$ cat config.mk
export PLATFORM = sky130hd
export DESIGN_NAME = htw_front
export DESIGN_NICKNAME = d
export VERILOG_FILES = /design/src/hw/rtl/htw_pkg.sv /design/src/hw/rtl/htw_front.sv
export SDC_FILE = /design/constraint.sdc
export NUM_CORES = 1
export LEC_CHECK = 0
export ABC_AREA = 1
export BUFFER_PORTS_ARGS = -buffer_cell sky130_fd_sc_hd__buf_4
export CAP_MARGIN = 20
export CORE_MARGIN = 4
export CORE_UTILIZATION = 32
export DETAILED_ROUTE_END_ITERATION = 16
export PLACE_DENSITY = 0.61
export SLEW_MARGIN = 20
export SYNTH_ARGS = -nofsm -noshare
export SYNTH_HDL_FRONTEND = slang
export SYNTH_SLANG_ARGS = --single-unit
$ cat constraint.sdc
create_clock -name clk -period 4.8 [get_ports clk]
set_input_delay 0.96 -clock clk [delete_from_list [all_inputs] [get_ports clk]]
set_output_delay 0.96 -clock clk [all_outputs]
set_load 0.01 [all_outputs]
$ cat src/hw/rtl/htw_pkg.sv
`timescale 1ns / 1ps
// ----------------------------------------------------------------------------
// htw_pkg: shared types and constants of the Huffman tree-walk decoder
// Item layouts, node layout, the front-to-back command and the register map.
// ----------------------------------------------------------------------------
package htw_pkg;

    localparam int NODE_COUNT_DEF = 512;
    localparam int BYTE           = 8;
    localparam int IDX_W          = 9;
    localparam int SYM_W          = 8;
    localparam int LEN_W          = 31;
    localparam int BIT_W          = $clog2(BYTE);

    // Depth of the command queue between front and back.
    localparam int QUEUE_DEPTH = 2;
    localparam int QPTR_W      = $clog2(QUEUE_DEPTH);
    localparam int QCNT_W      = $clog2(QUEUE_DEPTH + 1);

    // Configuration port.
    localparam int APB_DATA_W = 32;
    localparam int APB_ADDR_W = 3;
    localparam logic REG_ROOT_NODE      = 1'b0;
    localparam logic REG_MESSAGE_LENGTH = 1'b1;

    // Request kinds.
    localparam logic REQ_LOAD   = 1'b0;
    localparam logic REQ_DECODE = 1'b1;

    typedef struct packed {
        logic             req_type;
        logic [IDX_W-1:0] node_index;
        logic [IDX_W-1:0] left_child;
        logic [IDX_W-1:0] right_child;
        logic             is_leaf;
        logic [SYM_W-1:0] leaf_symbol;
        logic [BYTE-1:0]  data_byte;
    } req_t;

    typedef struct packed {
        logic [SYM_W-1:0] symbol;
        logic             last_in_run;
        logic             message_done;
    } rsp_t;

    typedef struct packed {
        logic [IDX_W-1:0] left;
        logic [IDX_W-1:0] right;
        logic             leaf;
        logic [SYM_W-1:0] sym;
    } node_t;

    // Classified command handed from the front to the back.
    typedef struct packed {
        logic             kind;
        logic [IDX_W-1:0] index;
        node_t            node;
        logic [BYTE-1:0]  data;
    } cmd_t;

    // Register values and write events seen by the back.
    typedef struct packed {
        logic [IDX_W-1:0] root;
        logic [LEN_W-1:0] msg_len;
        logic             root_wr;
        logic [IDX_W-1:0] root_wdata;
        logic             len_wr;
    } cfg_t;

endpackage

$ cat src/hw/rtl/htw_front.sv
`timescale 1ns / 1ps
// ----------------------------------------------------------------------------
// htw_front: item intake and command queue
// Accepts items, sorts them into load and decode commands and queues them.
// ----------------------------------------------------------------------------
module htw_front
    import htw_pkg::*;
(
    input  logic clk,
    input  logic rst_n,
    input  logic start,
    output logic busy,
    input  req_t request,
    output cmd_t cmd,
    output logic cmd_valid,
    input  logic cmd_pop
);

    cmd_t              queue_reg [QUEUE_DEPTH];
    logic [QPTR_W-1:0] wr_ptr_reg;
    logic [QPTR_W-1:0] wr_ptr_next;
    logic [QPTR_W-1:0] rd_ptr_reg;
    logic [QPTR_W-1:0] rd_ptr_next;
    logic [QCNT_W-1:0] count_reg;
    logic [QCNT_W-1:0] count_next;
    logic              push;
    cmd_t              cmd_in;

    assign busy      = (count_reg == QCNT_W'(QUEUE_DEPTH));
    assign push      = start && !busy;
    assign cmd_valid = (count_reg != '0);
    assign cmd       = queue_reg[rd_ptr_reg];

    // A load carries only the index and node; a decode carries only the byte.
    always_comb
    begin
        cmd_in = '0;
        cmd_in.kind = request.req_type;
        if (request.req_type == REQ_LOAD)
        begin
            cmd_in.index      = request.node_index;
            cmd_in.node.left  = request.left_child;
            cmd_in.node.right = request.right_child;
            cmd_in.node.leaf  = request.is_leaf;
            cmd_in.node.sym   = request.leaf_symbol;
        end
        else
        begin
            cmd_in.data = request.data_byte;
        end
    end

    always_comb
    begin
        wr_ptr_next = wr_ptr_reg;
        rd_ptr_next = rd_ptr_reg;
        count_next  = count_reg;
        if (push)
        begin
            wr_ptr_next = (wr_ptr_reg == QPTR_W'(QUEUE_DEPTH - 1)) ? '0
                        : wr_ptr_reg + QPTR_W'(1);
        end
        if (cmd_pop)
        begin
            rd_ptr_next = (rd_ptr_reg == QPTR_W'(QUEUE_DEPTH - 1)) ? '0
                        : rd_ptr_reg + QPTR_W'(1);
        end
        if (push && !cmd_pop)
        begin
            count_next = count_reg + QCNT_W'(1);
        end
        else if (!push && cmd_pop)
        begin
            count_next = count_reg - QCNT_W'(1);
        end
    end

    always_ff @(posedge clk or negedge rst_n)
    begin
        if (!rst_n)
        begin
            wr_ptr_reg <= '0;
            rd_ptr_reg <= '0;
            count_reg  <= '0;
        end
        else
        begin
            wr_ptr_reg <= wr_ptr_next;
            rd_ptr_reg <= rd_ptr_next;
            count_reg  <= count_next;
        end
    end

    always_ff @(posedge clk)
    begin
        if (push)
        begin
            queue_reg[wr_ptr_reg] <= cmd_in;
        end
    end

endmodule

### Word-level counts from Yosys, hierarchy flattened

Memory sizes are Yosys's and may differ from the RTL's.
Index checks and enable logic that the tools add are counted.

| word-level totals | value |
|---|---|
| output and inout port bits | 47 |
| register bits after elaboration | 4 |
| memories kept | 1 |
| bits in writable memories | 90 |

| operators by class | value |
|---|---|
| equality and inequality tests | 1 |
| $add $sub $neg | 4 |
| reduce and logical (&&, ||, !) cells | 8 |
| muxes and demuxes | 8 |

Memories:

| name | depth | bits a word | read ports | clocked after Yosys merged registers in | wr ports | line | text |
|---|---|---|---|---|---|---|---|
| queue_reg | 2 | 45 | 1 | 0 | 1 | htw_front.sv:19 | `cmd_t queue_reg [QUEUE_DEPTH];` |

Operators with widths:

| kind | number |
|---|---|
| $mux 36 | 1 |
| $mux 8 | 1 |
| $mux 1 | 4 |
| $mux 2 | 2 |
| $reduce_bool 2->1 | 2 |
| $logic_and 1x1->1 | 3 |
| $logic_not 1->1 | 3 |
| $add 1x1->1 const B | 2 |
| $add 2x1->2 const B | 1 |
| $eq 2x2->1 const B | 1 |
| $sub 2x1->2 const B | 1 |

### Depth between registers and ports, before layout

| logic depth | value |
|---|---|
| word-level depth | 7 |
| depth in mapped cells | 9 |
| gate-level depth less buffers | 9 |

### Worst setup path after synthesis

Ideal clock, no wire load.

| path | value |
|---|---|
| path kind | input-to-reg |
| from | input port start |
| to | memory queue_reg[1][0] (netlist name) (enable) |
| data required time | 4.352 ns |
| path slack | 1.397 ns |
| stages on the path | 2 |
| data arrival time | 2.956 ns |
| cells stage by stage | o21ai_0 -> nor2_1 |

| on the way | value |
|---|---|
| longest elaborated chain between the ends | 3 |

Ends and longest elaborated chain:

| item | line | text |
|---|---|---|
| from (decl) | htw_front.sv:11 | `input logic start,` |
| $logic_and 1x1->1 | htw_front.sv:30 | `assign push = start && !busy;` |
| $mux 1 | htw_front.sv:96 | `if (push)` |
| $mux 1 (not written as such) | htw_front.sv:98 | `queue_reg[wr_ptr_reg] <= cmd_in;` |
| to (decl) | htw_front.sv:19 |  |

No other way between the ends.

==> reports/results.ini <==
[setup_path]
slowest_stage=dfrtp_4
r2r-start=count_reg[1]
reg2reg_slack_ns=2.82
crit_family=flip-flops
cp_max_fo=36
r2r-end=queue_reg[1][21]
crit_type=flop to output port
cp.required_ns=3.84
path_cells=buf_4 -> mux2_4 -> buf_4
critPathArrivalTime_ns=2.02
cp-end-kind=output port
critPathMostFrequentCell=buf_4
max_stage_delay_ns=0.85
reg2reg_depth=4
start_kind=flop
crit_buf_inv=2

[placed_design]
dp_hpwl_mm=4.53
place.gp.congestion=0.750
placed_area_um2=4850
portBuffers=95

[pwr]
cellPowerDensity_nw_per_um2=552
ir_drop_v=0.000300
leakage_nw=2.28

[run]
cap_violations=0

[cells_and_area]
n_fill_cell=1152
antenna_cells=0
fin_util_pct=42.2
drive_above_1_share_pct=43.4
synthToLayoutAreaGrowth_pct=27.6
final_area_um2=5130
fin_nets=411
largest_register_ffs=90

[synth]
synthSimpleGateAreaFrac_pct=5.42
syn_inst=262
netlist_top_cells_area=edfxtp_1 67%, mux2_4 15%, inv_1 4.9%
synth_commonest_cells=90 x edfxtp_1, 52 x inv_1, 39 x mux2_4, 39 x nor2_1, 16 x nand2_1
synth-edff-count=90
synth-seq-area-share_pct=69.7
yosys.cell_types.count=16
ys_async_sr_fraction_pct=4.26
syn_area_per_cell_um2=15.3
synth.most_common_cell=edfxtp_1
synth_top_area_share_pct=67.2
synth-adder-area-share_pct=0.311
synth_nets=312
yosysTopAreaCell=edfxtp_1
synth_top_family_by_area=multiplexers
synth.area.mux_share_pct=16.2
synth_xor_xnor_area_share_pct=0.436
yosysWarnings=0
syn-cell-area_um2=4020
synth_seq_cells=94
synth_flop_cell=edfxtp_1
synth-compound-area-share_pct=0.124

[route]
via_per_inst=4.13
dr.pass1.iters=4
vias=2204
wirelength_mm=6.89
wl_per_cell_um=12.9
drcViolationCount=0
drtIter0Drc=69
ant_nets=0

[clock_network]
cts_hold_buffers=0
cts.repair.resized=0
cts_tree=done
cts_buffers=9
clk-insertion-delay-late_ns=0.33
h-tree-depth=3
clock-root-buffer=clkbuf_16
postCtsSetupRepairBufs=0
clk_path_buf_depth=2
clkSinkCount=94
cts.clk_slew.worst_paths_ns=0.06

[floorplanning]
dieArea_um2=14400
rows=40
die_height_um=120
die_w_um=120
ioPinCount=96
coreArea_um2=12200
start_util_pct=33.1

[grt]
grt_max_degree=47
grtUsageTotal_pct=9.97
grt_pass1_wl_mm=11.2
grt_pass1_vias=2389
grt_remaining_overflow=0
antenna_found_initial=0

[sta]
fin_skew_ns=0.00491
max_slew_margin_pct=56.6
setup_viol=0
maxSlewViolCount=0
finalHoldWorstSlack_ns=0.411
worstMarginPinSlew_ns=0.651
period_share_pct=62.0
fmax_mhz=336
finalCriticalPeriod_ns=2.98
fin_tns_setup_ns=0
rsz0062_at_grt=no
hold_violations=0

[worst_hold_path]
hold_path_class=input pin to asynchronous set/reset pin

[outcome]
status=completed

layout by cell type, fill, tap and decap left out, drive strengths merged:
cell type and count:
inv 52, dfrtp 4, nand3 1, ha 1, nand4 1, mux2 45, buf 98, clkbuf 9
xnor2 1, edfxtp 90, nand2 16, xor2 1, clkinv 7, o21ai 1, nor2 39
how the worst max path moves through the flow:
| stage | start | endpoint | slack, ns | cells after the start |
|---|---|---|---|---|
| 5_1_grt | rd_ptr_reg | cmd[6] | 1.72 | 3 |
| 4_1_cts | rd_ptr_reg | cmd[42] | 1.47 | 3 |
| 3_5_place_dp | rd_ptr_reg | cmd[42] | 1.84 | 3 |
| 3_3_place_gp | rd_ptr_reg | cmd[6] | 1.86 | 3 |
| 6_report | rd_ptr_reg | cmd[42] | 1.82 | 3 |
| 2_1_floorplan | start | queue_reg[1][0] | 1.40 | 2 |
through the flow:
stage / cells / worst slack (ns) / power [W]
after floorplan: 262 / 1.40 / 0.00190
after global placement: 517 / 1.86 / 0.00224
after detailed placement: 517 / 1.84 / 0.00226
after CTS: 533 / 1.47 / 0.00288
after global routing: 534 / 1.72 / 0.00299
final: 534 / 1.82 / 0.00283
routing by layer:
metal	vias up	track usage, %	wire length [µm]
li1	1077	-	-
met1	1054	10.8	2840
met2	61	17.0	3390
met3	12	4.01	507
met4	0	4.72	143
met5	-	0	0
logic make-up after synthesis:
| kind of cell | after synthesis |
|---|---|
| mux | 45 |
| fa+ha+maj | 1 |
| flops | 94 |
| buf+inv | 62 |
| simple gates | 57 |
| compound gates | 1 |
| xor+xnor | 2 |
final cells by class:
type | instances | area, µm² | share of cell area [%]
multi-input cells | 106 | 913 | 17.8
clock buffers | 9 | 225 | 4.39
repair buffers | 98 | 748 | 14.6
well taps | 168 | 210 | 4.10
flip-flops and latches | 94 | 2810 | 54.7
inverters | 52 | 195 | 3.80
clock inverters | 7 | 31.3 | 0.610
power by group:
| group | leakage [nW] | total, W | internal, W | switching, W |
|---|---|---|---|---|
| combinational | 1.25 | 0.000957 | 0.000558 | 0.000399 |
| clock | 0.131 | 0.000616 | 0.000341 | 0.000275 |
| sequential | 0.902 | 0.00126 | 0.00113 | 0.000126 |
| total | 2.28 | 0.00283 | 0.00203 | 0.000800 |
Power figures use the tool's default switching activity.
